[src/hw/rtl/gspc_pkg.sv]
// shared types and constants of the group/species presence counter
`timescale 1ns / 1ps
`default_nettype none

package gspc_pkg;

    // field widths
    localparam int CmdW      = 2;
    localparam int GroupW    = 4;
    localparam int SpeciesW  = 8;
    localparam int ValueW    = 8;
    localparam int CountW    = 16;
    localparam int StatusW   = 2;
    localparam int AddrW     = GroupW + SpeciesW;
    localparam int CellCount = 1 << AddrW;

    // packed stream widths, padded to whole bytes
    localparam int InFieldsW = GroupW + SpeciesW + ValueW;
    localparam int InDataW   = ((InFieldsW + 7) / 8) * 8;
    localparam int OutDataW  = ((2 * CountW + 7) / 8) * 8;

    // configuration port
    localparam int CfgIdxW  = 1;
    localparam int GroupsW  = GroupW + 1;
    localparam int SpeciesLimW = SpeciesW + 1;
    localparam int CfgDataW = SpeciesLimW;
    localparam logic [GroupsW-1:0]     GroupsReset  = GroupsW'(1 << GroupW);
    localparam logic [SpeciesLimW-1:0] SpeciesReset = SpeciesLimW'(1 << SpeciesW);

    localparam logic [CountW-1:0] CountMax = '1;
    localparam logic [ValueW-1:0] ValPresent = ValueW'(1);
    localparam logic [ValueW-1:0] ValAbsent  = ValueW'(0);

    typedef enum logic [CfgIdxW-1:0] {
        REG_GROUPS  = 1'b0,
        REG_SPECIES = 1'b1
    } t_cfg_reg;

    typedef enum logic [CmdW-1:0] {
        CMD_ACC        = 2'd0,
        CMD_READ       = 2'd1,
        CMD_READ_CLEAR = 2'd2,
        CMD_READ_ALT   = 2'd3
    } t_cmd;

    typedef enum logic [StatusW-1:0] {
        ST_OK    = 2'd0,
        ST_RANGE = 2'd1,
        ST_SAT   = 2'd2
    } t_status;

    // operation decided by the front end
    typedef enum logic [2:0] {
        OP_ACC_PRES,
        OP_ACC_ABS,
        OP_READ,
        OP_CLEAR,
        OP_RANGE
    } t_op;

    typedef struct packed {
        t_op              op;
        logic [AddrW-1:0] addr;
    } t_job;

endpackage

`default_nettype wire

[src/hw/rtl/gspc_queue.sv]
// two-entry queue of decoded jobs between front and back end
`timescale 1ns / 1ps
`default_nettype none

module gspc_queue (
    input  wire logic           i_clk,
    input  wire logic           i_rst_n,
    input  wire logic           i_push,
    input  wire gspc_pkg::t_job i_job,
    output logic                o_full,
    output logic                o_valid,
    input  wire logic           i_pop,
    output gspc_pkg::t_job      o_job
);
    import gspc_pkg::*;

    t_job       r_slot [2];
    logic       r_wr_ptr;
    logic       r_rd_ptr;
    logic [1:0] r_count;

    assign o_full  = (r_count == 2'd2);
    assign o_valid = (r_count != 2'd0);
    assign o_job   = r_slot[r_rd_ptr];

    always_ff @(posedge i_clk) begin
        if (i_push) begin
            r_slot[r_wr_ptr] <= i_job;
        end
    end

    always_ff @(posedge i_clk) begin
        if (!i_rst_n) begin
            r_wr_ptr <= 1'b0;
            r_rd_ptr <= 1'b0;
            r_count  <= 2'd0;
        end else begin
            if (i_push) begin
                r_wr_ptr <= ~r_wr_ptr;
            end
            if (i_pop) begin
                r_rd_ptr <= ~r_rd_ptr;
            end
            if (i_push && !i_pop) begin
                r_count <= r_count + 2'd1;
            end else if (i_pop && !i_push) begin
                r_count <= r_count - 2'd1;
            end
        end
    end

endmodule

`default_nettype wire

[config.mk]
export PLATFORM = sky130hd
export DESIGN_NAME = gspc_queue
export DESIGN_NICKNAME = d
export VERILOG_FILES = /design/src/hw/rtl/gspc_pkg.sv /design/src/hw/rtl/gspc_queue.sv
export SDC_FILE = /design/constraint.sdc
export NUM_CORES = 1
export LEC_CHECK = 0
export ABC_CLOCK_PERIOD_IN_PS = 1400
export BUFFER_PORTS_ARGS = -buffer_cell sky130_fd_sc_hd__buf_2
export CAP_MARGIN = 20
export CORE_AREA = 2 2 57 59
export DETAILED_ROUTE_END_ITERATION = 10
export DIE_AREA = 0 0 59 61
export PLACE_DENSITY = 0.71
export SYNTH_ARGS = -nofsm -noshare
export SYNTH_HDL_FRONTEND = slang
export SYNTH_SLANG_ARGS = --single-unit
[constraint.sdc]
create_clock -name i_clk -period 1.4 [get_ports i_clk]
set_input_delay 0.28 -clock i_clk [delete_from_list [all_inputs] [get_ports i_clk]]
set_output_delay 0.28 -clock i_clk [all_outputs]
set_load 0.1 [all_outputs]
==> results of run 1 <==
==> worst min-delay path by stage <==
stage / startpoint / slack, ns / endpoint / cells after the start
finish: i_job[9] / 0.13 / r_slot[0][9] / 1
global route: i_job[7] / 0.12 / r_slot[0][7] / 1
CTS: i_job[9] / 0.12 / r_slot[0][9] / 1
detailed placement: i_job[9] / 0.47 / r_slot[0][9] / 1
global placement: i_job[9] / 0.47 / r_slot[0][9] / 1
floorplan: i_job[0] / 0.38 / r_slot[0][0] / 0
==> registers in the layout, indices dropped and copies added (netlist names), named ones only <==
signal    count
r_count       2
r_slot       30
r_wr_ptr      1
r_rd_ptr      1
==> cell usage in the layout, fill, tap and decap left out, drive strengths merged <==
cell type / count
a21boi: 1
xor2: 2
edfxtp: 30
clkbuf: 7
and2: 4
or2: 1
inv: 1
clkinv: 2
nor2b: 2
and2b: 1
ha: 1
buf: 42
mux2: 15
dfxtp: 5
or3: 1
o21a: 1
o21ai: 1
xnor2: 1
==> stage by stage <==
step / instances / instance area [sq um] / util [%] / TNS [ns]
after floorplan: 69 / 1306 / - / -0.3998
after global placement: 141 / 1643 / 55.64 / -0.04783
after detailed placement: 141 / 1643 / 55.64 / -0.1499
after CTS: 150 / 1809 / 61.27 / -3.699
after global routing: 151 / 1969 / 66.69 / -3.866
final: 151 / 1969 / 66.69 / -3.187
==> power by group through the flow <==
stage / Clock, W / Sequential (W) / Combinational (W)
4_1_cts: 0.000503 / 0.00122 / 0.000827
3_5_place_dp: 0 / 0.00124 / 0.000738
6_report: 0.000489 / 0.00123 / 0.000930
5_1_grt: 0.000550 / 0.00123 / 0.000961
3_3_place_gp: 0 / 0.00124 / 0.000728
2_1_floorplan: 0 / 0.00124 / 0.000546
==> layout make-up <==
class                      count  area share [%]
sequential                    35           51.14
timing repair buffer          43           26.43
multi-input combinational     31           17.66
clock buffer                   6           2.097
tap                           33           2.097
clock inverter                 2          0.3812
inverter                       1          0.1906
==> layer usage <==
metal  GRT usage [%]  vias up  share of wire (%)
li1                -      352                  -
met1           14.71      346                 41
met2           23.65       31                 50
met3           5.330        7                7.0
met4           6.818        0                2.0
met5               0        -                  0
==> kinds of logic (layout without fill, tap and decap cells) <==
kind of cell             Yosys count  count (layout)
XOR/XNOR                           3               3
AND/OR/NAND/NOR                    9               9
adder cells (fa/ha/maj)            1               1
multiplexers                      15              15
flip-flops                        35              35
buffers and inverters              3              52
AO/OA/AOI/OAI                      3               3
==> critical path, delay by kind of cell (launching register included) <==
| family | cells | cell delay (ns) |
|---|---|---|
| flops | 1 | 0.38 |
| buf+inv | 2 | 0.33 |
| mux | 1 | 0.32 |
==> repair_timing <==
action | CTS | global route
buffers inserted | 1 | 0
hold endpoints to repair | 0 | 0
resized for setup | 35 | 33
endpoints found under the setup margin | 17 | 15
cloned | 0 | 1
==> flow_metrics.env, run 1 <==
export IMPL_status="finished with violations"
export IMPL_failed_checks="setup timing"
export IMPL_fillers=204
export IMPL_synth_cell_area_sq_um=1304
export IMPL_crit_slowest_cell="dfxtp_4"
export IMPL_rows=20
export IMPL_worst_setup_path_type="flop to output pin"
export IMPL_reg2reg_depth=4
export IMPL_synth_fa_ha_area_share_pct=0.9597
export IMPL_p_clk_share_pct=18.5
export IMPL_cp_start_kind="flop"
export IMPL_wl_per_cell_um=15.12
export IMPL_slew_violations=0
export IMPL_synth_xor_area_share_pct=2.015
export IMPL_grt_overflow=0
export IMPL_syn2layout_area_growth_pct=51.06
export IMPL_cp_data_arrival_time_ns=1.35
export IMPL_grt_use_total_pct=13.69
export IMPL_core_area_sq_um=2953
export IMPL_netlist_top_cells_area="edfxtp_1 (69%), mux2_2 (13%), dfxtp_1 (7.7%), and2_1 (1.9%), xor2_1 (1.3%)"
export IMPL_dieArea_sq_um=3599
export IMPL_die_y_um=61
export IMPL_ys_async_sr_fraction_pct=0
export IMPL_p_per_area_nw_per_um2=1343
export IMPL_root_buffer="clkbuf_4"
export IMPL_hp_class="input port to flop"
export IMPL_synth_seq_cells=35
export IMPL_ys_warn_count=0
export IMPL_worst_pin_slew_ns=0.2249
export IMPL_grt_pass1_vias=818
export IMPL_total_power_w=0.002645
export IMPL_vias=736
export IMPL_path_cells="clkbuf_16, mux2_4, buf_12"
export IMPL_cts_tree="done"
export IMPL_power_frac_comb_pct=35.2
export IMPL_ctsHoldBuffers=0
export IMPL_clock_skew_ns=0.01317
export IMPL_n_antenna_cell=0
export IMPL_drt_iter0_markers=12
export IMPL_via_per_inst=4.874
export IMPL_drt_pass1_iterations=4
export IMPL_drive_above_1_share_pct=58.47
export IMPL_drv_cap=0
export IMPL_layout_min_cycle_time_ns=1.633
export IMPL_antenna_left=0
export IMPL_period_share_pct=116.7
export IMPL_cts_path_max_buffers=2
export IMPL_cp_endpoint="o_job[9]"
export IMPL_yosysTopAreaCellShare_pct=69.10
export IMPL_synthFlopType="edfxtp_1"
export IMPL_seq_area_frac_synth_pct=76.78
export IMPL_rr_startpoint="r_count[0]"
export IMPL_grt_pass1_wl_um=3456
export IMPL_path_clk_slew_ns=0.10
export IMPL_synth_edff_count=30
export IMPL_seqPwrFrac_pct=46.3
export IMPL_internal_power_w=0.001760
export IMPL_vdd_drop_max_uv=851.8
export IMPL_fin_ws_ns=-0.2333
export IMPL_drt_wl_total_um=2283
export IMPL_r2r_end="r_count[1]"
export IMPL_nets=137
export IMPL_synth_fp_nets=89
export IMPL_synth_compound_area_share_pct=1.536
export IMPL_cp_max_fo=6
export IMPL_relSlewSlack_pct=84.94
export IMPL_synthDistinctLibCells=17
export IMPL_whs_ns=0.1280
export IMPL_antenna_found_initial=0
export IMPL_syn_area_per_cell_sq_um=18.89
export IMPL_dp_slack_ns=-0.02206
export IMPL_fmax_mhz=612.3
export IMPL_cts_buffers=5
export IMPL_pin_count=36
export IMPL_worst_setup_path_end_kind="output pin"
export IMPL_p_sw_w=0.0008845
export IMPL_grt_start_max_net_pins=14
export IMPL_total_leakage_power_nw=0.8053
export IMPL_synthMuxAreaShare_pct=12.96
export IMPL_rsz0062_at_grt="yes"
export IMPL_worst_ep_required_time_ns=1.12
export IMPL_synth_most_common_cell="edfxtp_1"
export IMPL_synth_area_leader_cell="edfxtp_1"
export IMPL_place_hpwl_um=1514
export IMPL_drcViolationCount=0
export IMPL_cp_slowest_stage_delay_ns=0.38
export IMPL_place_congestion=0.6248
export IMPL_r2r_setup_slack_ns=0.23
export IMPL_cts_max_level=2
export IMPL_multi_input_area_sq_um=347.8
export IMPL_port_buffers=35
export IMPL_clkLatencyLatePin_ns=0.33
export IMPL_finalSetupViolCount=15
export IMPL_yosys_area_share_simple_pct=4.511
export IMPL_fp_dieW_um=59
export IMPL_syn_inst=69
export IMPL_start_util_pct=44.15
export IMPL_synth_top_family_by_area="multiplexers"
export IMPL_synth_cells_most_frequent="edfxtp_1 (30), mux2_2 (15), dfxtp_1 (5)"
export IMPL_regArea_sq_um=1007
export IMPL_hold_viol=0
export IMPL_clock_sinks=35
export IMPL_p_sw_share_pct=33.44
Power figures use the tool's default switching activity.
==> run 2: changes to the inputs <==
Settings changed: REMOVE_ABC_BUFFERS set to 1.
==> flow_metrics.env, run 2 (synthesized netlist as in run 1, its figures left out) <==
export IMPL_status="finished with violations"
export IMPL_failed_checks="setup timing"
export IMPL_worst_setup_path_type="flop to output pin"
export IMPL_relSlewSlack_pct=85.91
export IMPL_rsz0062_at_grt="yes"
export IMPL_grt_use_met3_pct=7.036
export IMPL_clock_sinks=35
export IMPL_worst_pin_slew_ns=0.2114
export IMPL_die_y_um=61
export IMPL_drt_pass1_iterations=4
export IMPL_path_cells="buf_8, mux2_4, buf_12"
export IMPL_drt_iter0_markers=17
export IMPL_start_util_pct=44.15
export IMPL_grt_overflow=0
export IMPL_use_met1_pct=16.71
export IMPL_port_buffers=35
export IMPL_n_antenna_cell=0
export IMPL_total_leakage_power_nw=0.8093
export IMPL_fillers=216
export IMPL_via_per_inst=4.882
export IMPL_period_share_pct=115.5
export IMPL_drt_wl_total_um=2371
export IMPL_finalSetupViolCount=15
export IMPL_multi_input_area_sq_um=345.3
export IMPL_cts_tree="done"
export IMPL_root_buffer="clkbuf_4"
export IMPL_dieArea_sq_um=3599
export IMPL_dp_cells=142
export IMPL_hold_path_startpoint="i_job[8]"
export IMPL_fmax_mhz=618.2
export IMPL_drcViolationCount=0
export IMPL_final_cell_mix="edfxtp_1 (30), buf_2 (18), buf_12 (17), mux2_4 (15), buf_4 (7)"
export IMPL_worst_setup_path_end_kind="output pin"
export IMPL_vdd_drop_max_uv=683.1
export IMPL_hp_class="input port to flop"
export IMPL_vias=747
export IMPL_layout_min_cycle_time_ns=1.618
export IMPL_rr_startpoint="r_count[0]"
export IMPL_finalNonFillerCells=153
export IMPL_top_regs="r_slot x30, r_count x2"
export IMPL_place_hpwl_um=1557
export IMPL_grt_use_total_pct=14.71
export IMPL_fin_ws_ns=-0.2175
export IMPL_core_area_sq_um=2953
export IMPL_wl_per_cell_um=15.50
export IMPL_clkLatencyLatePin_ns=0.33
export IMPL_path_clk_slew_ns=0.10
export IMPL_p_per_area_nw_per_um2=1350
export IMPL_whs_ns=0.1268
export IMPL_worst_ep_required_time_ns=1.12
export IMPL_cts_buffers=5
export IMPL_drive_above_1_share_pct=58.33
export IMPL_cp_start_kind="flop"
export IMPL_syn2layout_area_growth_pct=51.15
export IMPL_gr_max_usage_layer="met2"
export IMPL_drv_cap=0
export IMPL_antenna_left=0
export IMPL_cp_data_arrival_time_ns=1.34
export IMPL_top_register="r_slot"
export IMPL_crit_buf_inv=2
export IMPL_place_congestion=0.6211
export IMPL_grt_pass1_vias=791
export IMPL_clock_skew_ns=0.01116
export IMPL_largest_reg_flops=30
export IMPL_crit_slowest_cell="dfxtp_4"
export IMPL_cp_slowest_stage_delay_ns=0.38
export IMPL_cp_max_fo=6
export IMPL_use_met2_pct=24.60
export IMPL_regArea_sq_um=1007
export IMPL_grt_start_max_net_pins=11
export IMPL_pin_count=36
export IMPL_layout_commonest_cell="edfxtp_1"
export IMPL_slew_violations=0
export IMPL_antenna_found_initial=0
export IMPL_crit_family="flip-flops"
export IMPL_cts_max_level=2
export IMPL_rows=20
export IMPL_grt_pass1_wl_um=3629
export IMPL_hold_viol=0
export IMPL_cts_path_max_buffers=2
export IMPL_nets=139
export IMPL_fp_dieW_um=59
==> run 2: cell count changes in the layout (fill, tap and decap cells not counted) <==
cell and delta:
buf_12 -1, buf_4 +1, buf_6 +1, buf_8 +2, clkbuf_1 +2, clkbuf_16 -1, clkinv_1 -2, nor2b_1 +1
nor2b_2 -1
==> run 2: area by class of cell <==
cell class	count	area share, %
clock buffers	8	2.476
multi-input cells	31	17.52
well taps	33	2.095
inverters	1	0.1905
repair buffers	45	26.60
flip-flops and latches	35	51.11
==> run 2: worst paths after layout <==
kind / endpoint / slack, ns / cells past startpoint
worst max-delay path: o_job[1] / -0.22 / 3
worst min-delay path: r_slot[1][8] / 0.13 / 1
worst max register to register: r_count[1] / 0.14 / 5
worst min register to register: flop / 0.60 / 2
==> run 2: layer usage <==
metal,wire [um],vias up
met1,901,356
met5,0,-
met3,195,3
met2,1247,30
li1,-,358
met4,27,0
==> run 2: power by group <==
part,switching (W),internal [W],leakage [nW]
Combinational,0.000555,0.000378,0.458
Clock,0.000302,0.000200,0.0265
Sequential,0.0000262,0.00120,0.324
==> run 2: per-stage QoR <==
stage / setup TNS (ns) / utilization [%] / setup WS (ns) / cell area (sq um) / power, W
final: -3.031 / 66.74 / -0.2175 / 1971 / 0.002661
after global routing: -3.738 / 66.74 / -0.2671 / 1971 / 0.002767
after CTS: -3.555 / 65.89 / -0.2500 / 1946 / 0.002669
after detailed placement: -0.1799 / 55.38 / -0.02923 / 1635 / 0.001977
after global placement: 0 / 55.38 / 0.002806 / 1635 / 0.001966
after floorplan: -1.623 / - / -0.08416 / 1291 / 0.001775
==> run 2: repair_timing <==
action | CTS | global route
setup endpoints to repair | 17 | 17
resized for setup | 70 | 3
hold buffers | 0 | 0
buffers inserted | 1 | 2
==> run 3: changes to the inputs <==
--- a/config.mk
+++ b/config.mk
@@ -13,4 +13,5 @@
 export DIE_AREA = 0 0 59 61
 export PLACE_DENSITY = 0.71
+export RECOVER_POWER = 50
 export REMOVE_ABC_BUFFERS = 1
 export SYNTH_ARGS = -nofsm -noshare
==> constraint.sdc (replaced) <==
create_clock -name i_clk -period 1.4 [get_ports i_clk]
set_input_delay 0.14 -clock i_clk [delete_from_list [all_inputs] [get_ports i_clk]]
set_output_delay 0.14 -clock i_clk [all_outputs]
set_load 0.1 [all_outputs]
==> flow_metrics.env, run 3 (synthesized netlist as in run 1, its figures left out) <==
export IMPL_syn2layout_area_growth_pct=59.88
export IMPL_drv_cap=0
export IMPL_clkLatencyLatePin_ns=0.33
export IMPL_period_share_pct=107.4
export IMPL_start_util_pct=44.15
export IMPL_drt_iter0_markers=21
export IMPL_cts_tree="done"
export IMPL_cp_max_fo=6
export IMPL_drt_wl_total_um=2497
export IMPL_drt_pass1_iterations=4
export IMPL_drive_above_1_share_pct=40.91
export IMPL_grt_pass1_wl_um=3808
export IMPL_clock_sinks=35
export IMPL_fmax_mhz=665.3
export IMPL_dieArea_sq_um=3599
export IMPL_dp_slack_ns=0.1169
export IMPL_hold_viol=0
export IMPL_power_frac_comb_pct=35.1
export IMPL_place_hpwl_um=1507
export IMPL_cts_setup_buffers=0
export IMPL_n_antenna_cell=0
export IMPL_path_clk_slew_ns=0.09
export IMPL_seqPwrFrac_pct=46.4
export IMPL_r2r_end="r_slot[1][5]"
export IMPL_cp_data_arrival_time_ns=1.36
export IMPL_wl_per_cell_um=15.13
export IMPL_cts_max_level=2
export IMPL_core_area_sq_um=2953
export IMPL_layout_min_cycle_time_ns=1.503
export IMPL_worst_ep_required_time_ns=1.26
export IMPL_relSlewSlack_pct=81.59
export IMPL_rows=20
export IMPL_root_buffer="clkbuf_4"
export IMPL_holdPathStages=2
export IMPL_vdd_drop_max_uv=741.3
export IMPL_drcViolationCount=0
export IMPL_antenna_found_initial=0
export IMPL_worst_setup_path_end_kind="output pin"
export IMPL_cts_path_max_buffers=2
export IMPL_p_clk_share_pct=18.4
export IMPL_antenna_left=0
export IMPL_fin_ws_ns=-0.1031
export IMPL_via_per_inst=4.818
export IMPL_cp_start_kind="flop"
export IMPL_pin_count=36
export IMPL_layout_commonest_cell="edfxtp_1"
export IMPL_p_per_area_nw_per_um2=1268
export IMPL_finalNonFillerCells=165
export IMPL_rsz0062_at_grt="yes"
export IMPL_status="finished with violations"
export IMPL_grt_overflow=0
export IMPL_hp_class="input port to flop"
export IMPL_p_sw_w=0.0008860
export IMPL_internal_power_w=0.001758
export IMPL_worst_pin_slew_ns=0.2784
export IMPL_worst_setup_path_type="flop to output pin"
export IMPL_total_leakage_power_nw=0.8269
export IMPL_top_regs="r_slot x30, r_count x2"
export IMPL_worstHoldEndpoint="r_wr_ptr"
export IMPL_r2r_setup_slack_ns=0.30
export IMPL_nets=151
export IMPL_p_sw_share_pct=33.51
export IMPL_grt_start_max_net_pins=11
export IMPL_reg2reg_depth=2
export IMPL_grt_use_total_pct=15.17
export IMPL_rr_startpoint="r_wr_ptr"
export IMPL_grt_pass1_vias=807
export IMPL_place_congestion=0.6210
export IMPL_dp_cells=141
export IMPL_die_y_um=61
export IMPL_final_cell_mix="edfxtp_1 (30), buf_12 (17), mux2_4 (15), dlygate4sd3_1 (15), clkbuf_1 (11)"
export IMPL_finalSetupViolCount=15
export IMPL_vias=795
export IMPL_clock_skew_ns=0.007581
export IMPL_largest_reg_flops=30
export IMPL_cts_buffers=5
export IMPL_top_register="r_slot"
export IMPL_fp_dieW_um=59
export IMPL_failed_checks="setup timing"
export IMPL_hold_path_startpoint="i_rst_n"
export IMPL_port_buffers=35
export IMPL_slew_violations=0
[run 3: power groups by stage]
stage / clock network, W / registers (W) / logic (W)
4_1_cts: 0.000511 / 0.00123 / 0.000935
2_1_floorplan: 0 / 0.00125 / 0.000528
3_5_place_dp: 0 / 0.00124 / 0.000711
3_3_place_gp: 0 / 0.00124 / 0.000705
6_report: 0.000487 / 0.00123 / 0.000929
5_1_grt: 0.000540 / 0.00124 / 0.000957
[run 3: worst max-delay path, cell delays in order, from the launching register on]
cell and delay, ns:
dfxtp_4 0.41, buf_16 0.14, mux2_4 0.32, buf_12 0.17
[run 3: layer usage]
metal  track usage (%)  vias up  part of all wire [%]
met5                 0        -                     0
met4             4.870        0                   1.1
met3             6.610        3                   6.3
met2             27.14       28                    53
met1             16.16      383                    40
li1                  -      381                     -
[run 3: worst max path at each step]
stage,to,cells after the start,from
floorplan,r_slot[0][0],1,r_wr_ptr
global placement,o_job[9],3,flop
detailed placement,o_job[9],3,flop
CTS,o_job[9],3,flop
global route,o_job[10],3,flop
finish,o_job[10],3,flop
[run 3: layout make-up]
cell class	count	area, sq um
Sequential cell	35	1005
Fill cell	223	868.3
Timing Repair Buffer	57	643.1
Multi-Input combinational cell	31	342.8
Clock buffer	6	41.29
Tap cell	33	41.29
Clock inverter	2	7.507
Inverter	1	3.754
[run 3: what timing repair did]
item / 4_1_cts / 5_1_grt
endpoints found under the hold margin: 30 / 0
cloned: 1 / 0
gates resized for setup: 68 / 0
endpoints found under the setup margin: 16 / 15
hold buffers: 15 / 0
[run 3: per-stage QoR]
stage          cell area, sq um  hold slack [ns]  utilization, %  TNS [ns]  power, W
2_1_floorplan              1291           0.2389               -   -0.3607  0.001775
4_1_cts                    2098          0.06154           71.06    -1.645  0.002674
6_report                   2085          0.07900           70.59    -1.354  0.002644
5_1_grt                    2085          0.07384           70.59    -2.065  0.002732
3_3_place_gp               1625           0.3290           55.04         0  0.001945
3_5_place_dp               1625           0.3329           55.04         0  0.001956
