[src/hw/rtl/gspc_pkg.sv]
// shared types and constants of the group/species presence counter
`timescale 1ns / 1ps
`default_nettype none

package gspc_pkg;

    // field widths
    localparam int CmdW      = 2;
    localparam int GroupW    = 4;
    localparam int SpeciesW  = 8;
    localparam int ValueW    = 8;
    localparam int CountW    = 16;
    localparam int StatusW   = 2;
    localparam int AddrW     = GroupW + SpeciesW;
    localparam int CellCount = 1 << AddrW;

    // packed stream widths, padded to whole bytes
    localparam int InFieldsW = GroupW + SpeciesW + ValueW;
    localparam int InDataW   = ((InFieldsW + 7) / 8) * 8;
    localparam int OutDataW  = ((2 * CountW + 7) / 8) * 8;

    // configuration port
    localparam int CfgIdxW  = 1;
    localparam int GroupsW  = GroupW + 1;
    localparam int SpeciesLimW = SpeciesW + 1;
    localparam int CfgDataW = SpeciesLimW;
    localparam logic [GroupsW-1:0]     GroupsReset  = GroupsW'(1 << GroupW);
    localparam logic [SpeciesLimW-1:0] SpeciesReset = SpeciesLimW'(1 << SpeciesW);

    localparam logic [CountW-1:0] CountMax = '1;
    localparam logic [ValueW-1:0] ValPresent = ValueW'(1);
    localparam logic [ValueW-1:0] ValAbsent  = ValueW'(0);

    typedef enum logic [CfgIdxW-1:0] {
        REG_GROUPS  = 1'b0,
        REG_SPECIES = 1'b1
    } t_cfg_reg;

    typedef enum logic [CmdW-1:0] {
        CMD_ACC        = 2'd0,
        CMD_READ       = 2'd1,
        CMD_READ_CLEAR = 2'd2,
        CMD_READ_ALT   = 2'd3
    } t_cmd;

    typedef enum logic [StatusW-1:0] {
        ST_OK    = 2'd0,
        ST_RANGE = 2'd1,
        ST_SAT   = 2'd2
    } t_status;

    // operation decided by the front end
    typedef enum logic [2:0] {
        OP_ACC_PRES,
        OP_ACC_ABS,
        OP_READ,
        OP_CLEAR,
        OP_RANGE
    } t_op;

    typedef struct packed {
        t_op              op;
        logic [AddrW-1:0] addr;
    } t_job;

endpackage

`default_nettype wire

[src/hw/rtl/gspc_front.sv]
// front end: configuration registers, range check and command decode
`timescale 1ns / 1ps
`default_nettype none

module gspc_front (
    input  wire logic                         i_clk,
    input  wire logic                         i_rst_n,
    // configuration writes
    input  wire logic                         i_cfg_valid,
    output logic                              o_cfg_ready,
    input  wire logic [gspc_pkg::CfgIdxW-1:0] i_cfg_index,
    input  wire logic [gspc_pkg::CfgDataW-1:0] i_cfg_data,
    // incoming item
    input  wire logic                         i_valid,
    output logic                              o_ready,
    input  wire logic [gspc_pkg::CmdW-1:0]    i_cmd,
    input  wire logic [gspc_pkg::GroupW-1:0]  i_group,
    input  wire logic [gspc_pkg::SpeciesW-1:0] i_species,
    input  wire logic [gspc_pkg::ValueW-1:0]  i_value,
    // toward the queue
    input  wire logic                         i_busy,
    input  wire logic                         i_q_full,
    output logic                              o_push,
    output gspc_pkg::t_job                    o_job
);
    import gspc_pkg::*;

    logic [GroupsW-1:0]     r_groups;
    logic [SpeciesLimW-1:0] r_species;
    logic                   w_in_range;
    t_cmd                   w_cmd;

    assign o_cfg_ready = 1'b1;

    always_ff @(posedge i_clk) begin
        if (!i_rst_n) begin
            r_groups  <= GroupsReset;
            r_species <= SpeciesReset;
        end else if (i_cfg_valid) begin
            unique case (t_cfg_reg'(i_cfg_index))
                REG_GROUPS:  r_groups  <= i_cfg_data[GroupsW-1:0];
                REG_SPECIES: r_species <= i_cfg_data;
                default: ;
            endcase
        end
    end

    // limits above the table size need no clamp: the index can never reach them
    assign w_in_range = ({1'b0, i_group} < r_groups) && ({1'b0, i_species} < r_species);
    assign w_cmd      = t_cmd'(i_cmd);

    assign o_ready = !i_q_full && !i_busy;
    assign o_push  = i_valid && o_ready;

    always_comb begin
        o_job.addr = {i_group, i_species};
        if (!w_in_range) begin
            o_job.op = OP_RANGE;
        end else begin
            unique case (w_cmd)
                CMD_ACC: begin
                    if (i_value == ValPresent) begin
                        o_job.op = OP_ACC_PRES;
                    end else if (i_value == ValAbsent) begin
                        o_job.op = OP_ACC_ABS;
                    end else begin
                        o_job.op = OP_READ;
                    end
                end
                CMD_READ_CLEAR: o_job.op = OP_CLEAR;
                default:        o_job.op = OP_READ;
            endcase
        end
    end

endmodule

`default_nettype wire

[config.mk]
export PLATFORM = sky130hd
export DESIGN_NAME = gspc_front
export DESIGN_NICKNAME = d
export VERILOG_FILES = /design/src/hw/rtl/gspc_pkg.sv /design/src/hw/rtl/gspc_front.sv
export SDC_FILE = /design/constraint.sdc
export NUM_CORES = 1
export LEC_CHECK = 0
export BUFFER_PORTS_ARGS = -buffer_cell sky130_fd_sc_hd__buf_2
export CAP_MARGIN = 20
export CORE_ASPECT_RATIO = 0.5
export CORE_MARGIN = 2
export CORE_UTILIZATION = 30
export CTS_CLUSTER_DIAMETER = 100
export DETAILED_ROUTE_END_ITERATION = 10
export HOLD_SLACK_MARGIN = 0.08
export PLACE_DENSITY_LB_ADDON = 0.1
export SLEW_MARGIN = 30
export SYNTH_ARGS = -nofsm -noshare
export SYNTH_HDL_FRONTEND = slang
export SYNTH_SLANG_ARGS = --single-unit
export TNS_END_PERCENT = 1
[constraint.sdc]
create_clock -name i_clk -period 1.9 [get_ports i_clk]
set_clock_uncertainty 0.2 [all_clocks]
set_input_delay 0.095 -clock i_clk [delete_from_list [all_inputs] [get_ports i_clk]]
set_output_delay 0.095 -clock i_clk [all_outputs]
set_load 0.02 [all_outputs]
==> results of run 1 <==
[cell usage in the layout (no fill, tap or decap), types with 2 or more instances in the layout]
cell type	Yosys	final
and2_1	2	2
nand2_1	22	21
ha_1	10	5
a21oi_1	5	3
inv_1	12	8
dfxtp_1	14	10
buf_2	2	51
dfxtp_2	0	4
mux2i_1	2	2
clkbuf_8	0	4
nor4_2	0	2
a21boi_0	8	8
inv_2	0	4
nor2_1	6	6
ha_4	0	4
nor4_1	4	2
nor2b_1	5	5
a21oi_2	0	2
dlygate4sd3_1	0	18
buf_4	13	5
[metrics by stage]
step	hold slack (ns)	util, %	total power [W]	setup WS [ns]	std cells
floorplan	0.0192	-	0.000443	-0.0621	120
global placement	0.107	38.7	0.000504	0.0556	199
detailed placement	0.111	38.7	0.000505	0.0720	199
CTS	0.177	48.9	0.000851	-0.141	221
global route	0.214	52.3	0.000925	-0.187	223
finish	0.162	52.3	0.000868	-0.0968	223
[metal layers]
layer	up-vias	track usage [%]	wire length (um)
met5	-	0	0
met4	0	3.93	9
met3	2	5.52	218
met2	41	20.6	981
met1	418	18.7	1160
li1	511	-	-
[synth_stat cells, types with 2 or more instances]
cell type   n  area (um2)
nand2b_1    2        12.5
mux2i_1     2        20.0
and2_1      2        12.5
ha_1       10         125
o221ai_1    2        17.5
a21oi_1     5        25.0
nand2_1    22        82.6
dfxtp_1    14         280
nor2_1      6        22.5
buf_4      13        97.6
inv_1      12        45.0
nor2b_1     5        31.3
nor4_1      4        25.0
buf_2       2        10.0
a21boi_0    8        60.1
[worst max path at each step]
stage	slack [ns]	startpoint	endpoint
3_3_place_gp	0.06	r_species[5]	o_job[14]
4_1_cts	-0.14	r_species[7]	o_job[14]
2_1_floorplan	-0.06	r_species[5]	o_job[12]
6_report	-0.1	r_species[7]	o_job[14]
5_1_grt	-0.19	r_species[7]	o_job[14]
3_5_place_dp	0.07	r_species[5]	o_job[14]
[worst max-delay path: stages (launching register included)]
cell and delay (ns):
dfxtp_2 0.33, inv_2 0.04, ha_4 0.20, and3b_2 0.21
nand2_2 0.08, o221ai_4 0.11, or3_4 0.35, buf_6 0.14
[cells by family (layout without fill, tap and decap cells)]
family	after synthesis	after routing	share of synthesized area [%]
buffers and inverters	28	91	16.6
adder cells (fa/ha/maj)	10	10	13.3
AO/OA/AOI/OAI	20	20	15.4
multiplexers	2	2	2.12
other	1	1	0.398
AND/OR/NAND/NOR	45	45	22.4
flip-flops	14	14	29.7
[repair_timing]
item                                    in CTS  in global routing
hold buffers                                18                  0
hold endpoints to repair                    14                  0
endpoints found under the setup margin       3                  3
pin swaps                                    5                  8
resized for setup                           15                 19
setup buffers                                0                  2
[power by group through the flow]
stage | combinational [W] | sequential, W | clock [W]
after floorplan | 0.000123 | 0.000319 | 0
after global placement | 0.000183 | 0.000321 | 0
after detailed placement | 0.000184 | 0.000322 | 0
after CTS | 0.000229 | 0.000317 | 0.000305
after global routing | 0.000286 | 0.000321 | 0.000318
final | 0.000256 | 0.000319 | 0.000293
[layout make-up]
class / count / share of cell area, %
inverter: 12 / 2.88
sequential: 14 / 18.2
clock buffer: 4 / 3.51
timing repair buffer: 75 / 30.9
tap: 40 / 3.19
multi-input combinational: 78 / 41.3
[state kept, by name, indices dropped and copies added, names as in the netlist]
signal	cells
r_groups	5
r_species	9
==> impl_results.md, run 1 <==
* Sw Ratio at 28.0%
* Initial antenna violation count at 0
* Mapped cell area at 942 um2
* Crit path launch type: flip-flop
* Hold endpoint: r_species[1]
* Gate power share at 29.5%
* Register area at 285 um2
* Netlist cell types at 26
* CP Data Arrival Time at 1.70 ns
* Hold Path Class: primary input to flip-flop
* Sequential share of the synthesized area at 29.7%
* Pre-Repair DR Iteration Count at 4
* Failing checks: negative setup slack
* Core area at 3000 um2
* Clock-pin slew on the worst setup and hold paths at 0.06 ns
* Syn avg cell area at 7.85 um2
* YS warnings at 0
* Cells on Worst Hold Path at 4
* Maximum clock rate at 501 MHz
* N_diodes at 0
* Max_cap viols at 0
* Endpoints failing hold at 0
* Ys async rst share at 0%
* GRT Resource Usage Total at 13.8%
* Final number of setup-violating endpoints at 3
* Pin count of the biggest net entering global routing at 15
* Antenna-violating nets left at 0
* Share of post-route cells with drive strength above 1 at 48.1%
* R2r startpoint: r_groups[4]
* Worst-skew pair later-pin latency at 0.24 ns
* GP Congestion at 0.719
* Outcome: finished, violations left
* H-tree levels at 1
* Number of fill cells at 302
* Clk root buf: clkbuf_8
* First-pass GRT wire length at 3.88 mm
* Detailed placement HPWL at 1.81 mm
* Synth Instances at 120
* Sequential power share at 36.7%
* DIE AREA at 3630 um2
* Flop and latch count out of synthesis at 14
* Vias/cell at 4.36
* Switching pwr at 0.000243 W
* Fin nets at 232
* Port buffer count at 54
* Worst-path fanout max at 3
* Inserted Clock Buffers at 3
* Worst vdd ir at 0.319 mV
* DR vias at 972
* DRC errors left at 0
* Final Cycle Share at 105%
* Post-synth EDFFs at 0
* Area growth syn-to-layout at 66.3%
* Worst setup margin at -0.0968 ns
* Sum of negative setup slack at -0.183 ns
* Sink Count at 14
* WL final at 2.37 mm
* Die W at 83.3 um
* Cell Pwr Density at 554 nW/um2
* TritonCTS clock tree: yes
* Rows at 14
* Multi-input logic area at 647 um2
* Overflow after GRT at 0
* Hold path start: i_cfg_valid
* Initial Utilization at 31.5%
* Reg2reg end: r_groups[4]
* Clock Path Buffers at 2
* FF-to-FF path depth at 3
* Placed inst area at 1160 um2
* R2R setup slack at 0.43 ns
* Routed length per instance at 10.6 um
* Die height at 43.6 um
* Syn_nets at 168
* Vias in the first global route at 863
* Crit end category: output port
* Tmin final at 2.00 ns
* Power Internal at 0.000625 W
* Leakage power at 0.698 nW
* Critical path class: flip-flop to output port
* Max-slew violation count at 0
* CP required at 1.60 ns
* Part of the power in the clock network at 33.8%
* Initial DRC Count at 24
* Main flop type after synthesis: dfxtp_1
* RSZ-0062 raised after global routing: yes
* Design area at 1570 um2
* I/O pin count at 56
No activity file was read; power rests on OpenSTA's default activity.
==> run 2, diff against run 1 <==
REMOVE_ABC_BUFFERS = 1   (was default)
==> run 2 against run 1 <==
Net effect:
- highest routed layer is now met3
- sequential power about the same
- largest power group unchanged
- combinational power fell by 5%
- critical endpoint unchanged
- design area is 4.2% lower
- the run still ends with negative setup slack left
- global-route usage decreased by 0.67 points
- sequential share of layout area rose by 0.89 points
- largest cell class unchanged
==> impl_results.md, run 2 (same netlist as run 1, synthesis figures left out) <==
* Outcome: finished, violations left
* Failing checks: negative setup slack
* CP required at 1.60 ns (about the same)
* Tmin final at 2.01 ns (+0.0168 ns)
* H-tree levels at 1 (unchanged)
* CP Data Arrival Time at 1.72 ns (+0.02 ns)
* CP top delay family: simple AND/OR/NAND/NOR gates
* # Post-CTS Setup Buffers at 0 (unchanged)
* Worst setup margin at -0.114 ns (-0.0168 ns)
* Crit path launch type: flip-flop
* Part of the power in the clock network at 34.0% (+0.2 points)
* DRC errors left at 0 (unchanged)
* Sequential power share at 37.5% (+0.8 points)
* Worst setup path startpoint: r_species[1]
* Reg2reg end: r_groups[4]
* Cell Pwr Density at 565 nW/um2 (+1.9%)
* Share of post-route cells with drive strength above 1 at 45.3% (-2.8 points)
* Switching pwr at 0.000234 W (-3.8%)
* R2R setup slack at 0.45 ns (+0.02 ns)
* Crit-path max cell delay at 0.39 ns (+0.04 ns)
* Worst vdd ir at 0.270 mV (-16%)
* Initial DRC Count at 17 (-29%)
* Worst setup endpoint: o_job[14]
* Pre-Repair DR Iteration Count at 4 (unchanged)
* Vias/cell at 4.37 (+0.15%)
* GP Congestion at 0.731 (+1.7%)
* Sw Ratio at 27.6% (-0.40 points)
* Core area at 3000 um2 (unchanged)
* Clock-pin slew on the worst setup and hold paths at 0.06 ns (about the same)
* Antenna-violating nets left at 0 (unchanged)
* Clock Path Buffers at 2 (unchanged)
* Leakage power at 0.665 nW (-4.7%)
* Sink Count at 14 (unchanged)
* Crit end category: output port
* Detailed placement HPWL at 1.71 mm (-5.7%)
* Maximum clock rate at 497 MHz (-0.84%)
* Max-slew violation count at 0 (unchanged)
* Max_cap viols at 0 (unchanged)
* Gate power share at 28.5% (-1.0 points)
* FF-to-FF path depth at 3 (unchanged)
* Commonest non-fill, non-tap cells in the layout: 53 x buf_2, 21 x nand2_1, 16 x dlygate4sd3_1
* Most common cell after layout, fill and taps aside: buf_2
* Clk root buf: clkbuf_8
* Design area at 1500 um2 (-4.2%)
* Hold Path Class: primary input to flip-flop
* Initial Utilization at 31.5% (unchanged)
* Placed inst area at 1160 um2 (unchanged)
* N_diodes at 0 (unchanged)
* Critical path's slowest cell: or3_1
* Register area at 287 um2 (+0.44%)
* Final Cycle Share at 106% (+0.89 points)
* Endpoints failing hold at 0 (unchanged)
* Power Internal at 0.000614 W (-1.8%)
* TritonCTS clock tree: yes
* Port buffer count at 54 (unchanged)
* Area growth syn-to-layout at 59.2%
* WL final at 2.27 mm (-4.4%)
* DIE AREA at 3630 um2 (unchanged)
* WP buf/inv at 2 (unchanged)
* GRT Resource Usage Total at 13.2% (-0.67 points)
* Critical path class: flip-flop to output port
* Worst-path fanout max at 3 (unchanged)
* Routed length per instance at 10.3 um (-2.7%)
* Initial antenna violation count at 0 (unchanged)
* Largest register FFs at 9 (unchanged)
* Biggest register: r_species
* Worst path depth at 6 (-1)
* Die W at 83.3 um (unchanged)
* Rows at 14 (unchanged)
* Largest registers: r_species (9), r_groups (5)
* DR vias at 956 (-1.6%)
* Pin count of the biggest net entering global routing at 15 (unchanged)
* Overflow after GRT at 0 (unchanged)
* Number of fill cells at 299 (-0.99%)
* Critical-path cell list: inv_1, ha_1, o221ai_2, a21oi_2, or3_1, buf_6
* Multi-input logic area at 619 um2 (-4.3%)
* R2r startpoint: r_groups[4]
* Vias in the first global route at 874 (+1.3%)
* Final number of setup-violating endpoints at 3 (unchanged)
* Inserted Clock Buffers at 3 (unchanged)
* Fin nets at 228 (-1.7%)
* RSZ-0062 raised after global routing: yes
* Pre-CTS setup slack at 0.0806 ns (+0.00862 ns)
* First-pass GRT wire length at 3.76 mm (-3.2%)
* I/O pin count at 56 (unchanged)
* Die height at 43.6 um (unchanged)
* Worst-skew pair later-pin latency at 0.24 ns (about the same)
## run 2: how the worst min path moves through the flow
stage                       start           end  slack (ns)  depth (start not counted)
floorplan                 i_rst_n   r_groups[4]       -0.04                          1
finish                i_cfg_index   r_groups[1]        0.17                          5
global placement    i_cfg_data[8]  r_species[8]        0.12                          3
global route          i_cfg_valid  r_species[4]        0.20                          4
CTS                   i_cfg_index   r_groups[1]        0.17                          5
detailed placement  i_cfg_data[8]  r_species[8]        0.12                          3
## run 2: metal layers
| metal | wire (um) | track usage, % | share of wire, % |
|---|---|---|---|
| met5 | 0 | 0 | 0 |
| met4 | 0 | 1.97 | 0 |
| met3 | 182 | 4.19 | 8.0 |
| met2 | 876 | 20.2 | 39 |
| met1 | 1210 | 18.7 | 53 |
## run 2: tightest hold or removal path, delay by kind of cell
kind            cells  cell delay [ns]
simple gates        2             0.09
compound gates      1             0.14
buf+inv             2             0.25
## run 2: repair_timing
item	4_1_cts	5_1_grt
gates resized for setup	14	12
setup endpoints to repair	3	3
pin swaps	5	10
endpoints found under the hold margin	14	0
hold buffers	16	0
## run 2: layout make-up
cell class | count | area share, %
timing repair buffer | 71 | 29.6
tap | 40 | 3.34
sequential | 14 | 19.1
clock buffer | 4 | 3.67
multi-input combinational | 78 | 41.3
inverter | 12 | 3.00
## run 2: metrics by stage
| stage | hold WS (ns) | TNS, ns | utilization (%) | std cells | power (W) |
|---|---|---|---|---|---|
| after global placement | 0.116 | 0 | 38.7 | 199 | 0.000502 |
| final | 0.174 | -0.227 | 50.1 | 219 | 0.000847 |
| after floorplan | -0.0431 | -0.124 | - | 104 | 0.000401 |
| after global routing | 0.205 | -0.506 | 50.1 | 219 | 0.000900 |
| after detailed placement | 0.119 | 0 | 38.7 | 199 | 0.000504 |
| after CTS | 0.168 | -0.311 | 48.2 | 219 | 0.000839 |
## run 2: power groups by stage
stage / Sequential [W] / Clock (W) / Combinational, W
CTS: 0.000316 / 0.000297 / 0.000225
global placement: 0.000321 / 0 / 0.000181
floorplan: 0.000319 / 0 / 0.0000814
finish: 0.000317 / 0.000288 / 0.000242
detailed placement: 0.000321 / 0 / 0.000183
global route: 0.000319 / 0.000313 / 0.000268
==> run 3, diff against run 2 <==
--- a/constraint.sdc
+++ b/constraint.sdc
@@ -4,2 +4,2 @@
 set_output_delay 0.095 -clock i_clk [all_outputs]
-set_load 0.02 [all_outputs]
+set_load 0.05 [all_outputs]
==> run 3 against run 2 <==
Net effect:
- first-iteration DRC count is 5.9% higher
- register-to-register slack hardly changed
- the run still ends with negative setup slack left
- clock power hardly changed
- non-clock buffer count is 2 higher
- via count is 2.4% lower
- global-route usage is 0.25 points higher
- critical path depth is 1 higher
- cell count is 0.91% higher
- wire length is 7.9% higher
- worst hold slack hardly changed
- power is 11% higher
- utilization is 3.5 points higher
==> impl_results.md, run 3 (same netlist as run 1, synthesis figures left out) <==
* Final Cycle Share at 107% (+1.3 points)
* Routed length per instance at 11.1 um (+6.9%)
* R2r startpoint: r_groups[4]
* Commonest non-fill, non-tap cells in the layout: 51 x buf_2, 21 x nand2_1, 17 x dlygate4sd3_1
* Hold path start: i_cfg_valid
* Die W at 83.3 um (unchanged)
* Worst setup margin at -0.138 ns (-0.0243 ns)
* WL final at 2.44 mm (+7.9%)
* Vias/cell at 4.22 (-3.3%)
* Failing checks: negative setup slack
* Detailed placement HPWL at 1.73 mm (+1.5%)
* DRC errors left at 0 (unchanged)
* H-tree levels at 1 (unchanged)
* N_diodes at 0 (unchanged)
* Critical path class: flip-flop to output port
* Tmin final at 2.04 ns (+0.0243 ns)
* Pre-Repair DR Iteration Count at 3 (-1)
* First-pass GRT wire length at 3.80 mm (+0.93%)
* Share of post-route cells with drive strength above 1 at 49.2% (+3.9 points)
* Clk root buf: clkbuf_8
* Crit-path max cell delay at 0.39 ns (about the same)
* Max_cap viols at 0 (unchanged)
* Worst setup path startpoint: r_species[1]
* Biggest register: r_species
* Area growth syn-to-layout at 70.3%
* Vias in the first global route at 854 (-2.3%)
* Design area at 1600 um2 (+6.9%)
* Pre-CTS setup slack at -0.0266 ns (-0.107 ns)
* Initial Utilization at 31.5% (unchanged)
* Outcome: finished, violations left
* Worst-skew pair later-pin latency at 0.24 ns (about the same)
* Clock Path Buffers at 2 (unchanged)
* WHS at 0.174 ns (+0.000108 ns)
* Hold Path Class: primary input to flip-flop
* I/O pin count at 56 (unchanged)
* Sink Count at 14 (unchanged)
* GRT Resource Usage Total at 13.4% (+0.25 points)
* Overflow after GRT at 0 (unchanged)
* Clock-pin slew on the worst setup and hold paths at 0.06 ns (about the same)
* Crit end category: output port
* Worst vdd ir at 0.276 mV (+2.5%)
* WP buf/inv at 2 (unchanged)
* Core area at 3000 um2 (unchanged)
* CP Data Arrival Time at 1.74 ns (+0.02 ns)
* Final number of setup-violating endpoints at 3 (unchanged)
* Pin count of the biggest net entering global routing at 15 (unchanged)
* RSZ-0062 raised after global routing: yes
* Rows at 14 (unchanged)
* Inserted Clock Buffers at 3 (unchanged)
* Endpoints failing hold at 0 (unchanged)
* Total power at 0.000940 W (+11%)
* Initial antenna violation count at 0 (unchanged)
* Antenna-violating nets left at 0 (unchanged)
* TritonCTS clock tree: yes
* Critical path's slowest cell: or3_4
* DIE AREA at 3630 um2 (unchanged)
* Worst-path fanout max at 3 (unchanged)
* CP top delay family: simple AND/OR/NAND/NOR gates
* Fin nets at 230 (+0.88%)
* Largest registers: r_species (9), r_groups (5)
* Crit path launch type: flip-flop
* GP Congestion at 0.728 (-0.45%)
* Largest register FFs at 9 (unchanged)
* Maximum clock rate at 491 MHz (-1.2%)
* Initial DRC Count at 18 (+1)
* Die height at 43.6 um (unchanged)
* Leakage power at 0.694 nW (+4.4%)
* Port buffer count at 54 (unchanged)
* Placed inst area at 1160 um2 (unchanged)
* DR vias at 933 (-2.4%)
* Critical-path cell list: inv_1, ha_4, nand2b_4, o221ai_4, a21oi_4, or3_4, buf_8
* Max-slew violation count at 0 (unchanged)
* Most common cell after layout, fill and taps aside: buf_2
* Number of fill cells at 298 (-0.33%)
* CP required at 1.60 ns (about the same)
* Cell Pwr Density at 586 nW/um2 (+3.8%)
run 3: cell count changes in the layout (fill, tap and decap cells not counted), moves of 2 or more:
| cell | before | now |
|---|---|---|
| o221ai_4 | 0 | 2 |
| buf_4 | 1 | 4 |
| ha_4 | 5 | 7 |
| ha_1 | 5 | 3 |
| buf_2 | 53 | 51 |
| o221ai_2 | 2 | 0 |
run 3: what timing repair did:
| item | in CTS | in global routing |
|---|---|---|
| setup endpoints to repair | 3 | 3 |
| endpoints found under the hold margin | 14 | 0 |
| setup buffers | 0 | 1 |
| hold buffers | 17 | 0 |
| cloned | 0 | 0 |
| pin swaps | 6 | 11 |
| resized for setup | 17 | 23 |
run 3: layer usage:
layer  global-route usage [%]  vias to the layer above  wire [um]
met2                     19.5                       38        990
met3                     4.57                        2        197
met4                     2.95                        0         16
li1                         -                      504          -
met1                     19.3                      389       1240
met5                        0                        -          0
run 3: worst min-delay path, stage by stage:
cell and delay [ns]:
buf_2 0.09, nand2_1 0.20, nand2_1 0.12, a21boi_0 0.06
run 3: worst paths after layout:
kind	to	slack, ns	cells past startpoint
hold reg to reg	r_species[4]	0.27	2
setup / recovery	o_job[14]	-0.14	7
hold / removal	r_species[1]	0.17	4
setup reg to reg	r_groups[4]	0.44	3
run 3: final cells by class:
type | instances | area, um2 | share of cell area [%]
clock buffer | 4 | 55.1 | 3.43
sequential | 14 | 287 | 17.9
tap | 40 | 50.0 | 3.12
timing repair buffer | 73 | 470 | 29.3
inverter | 12 | 45.0 | 2.81
multi-input combinational | 78 | 697 | 43.4
run 3: stage by stage:
step                      TNS [ns]  utilization [%]  instances
after floorplan              -1.78                -        104
after global placement           0             38.7        199
after detailed placement   -0.0266             38.7        199
after CTS                   -0.420             48.9        220
after global routing        -0.569             53.6        221
final                       -0.310             53.6        221
run 3: power breakdown:
part           switching, W  leakage (nW)  internal, W  total (W)
sequential        0.0000100         0.117     0.000309   0.000319
combinational      0.000186         0.548     0.000145   0.000331
clock              0.000107        0.0288     0.000183   0.000291
total              0.000303         0.694     0.000637   0.000940
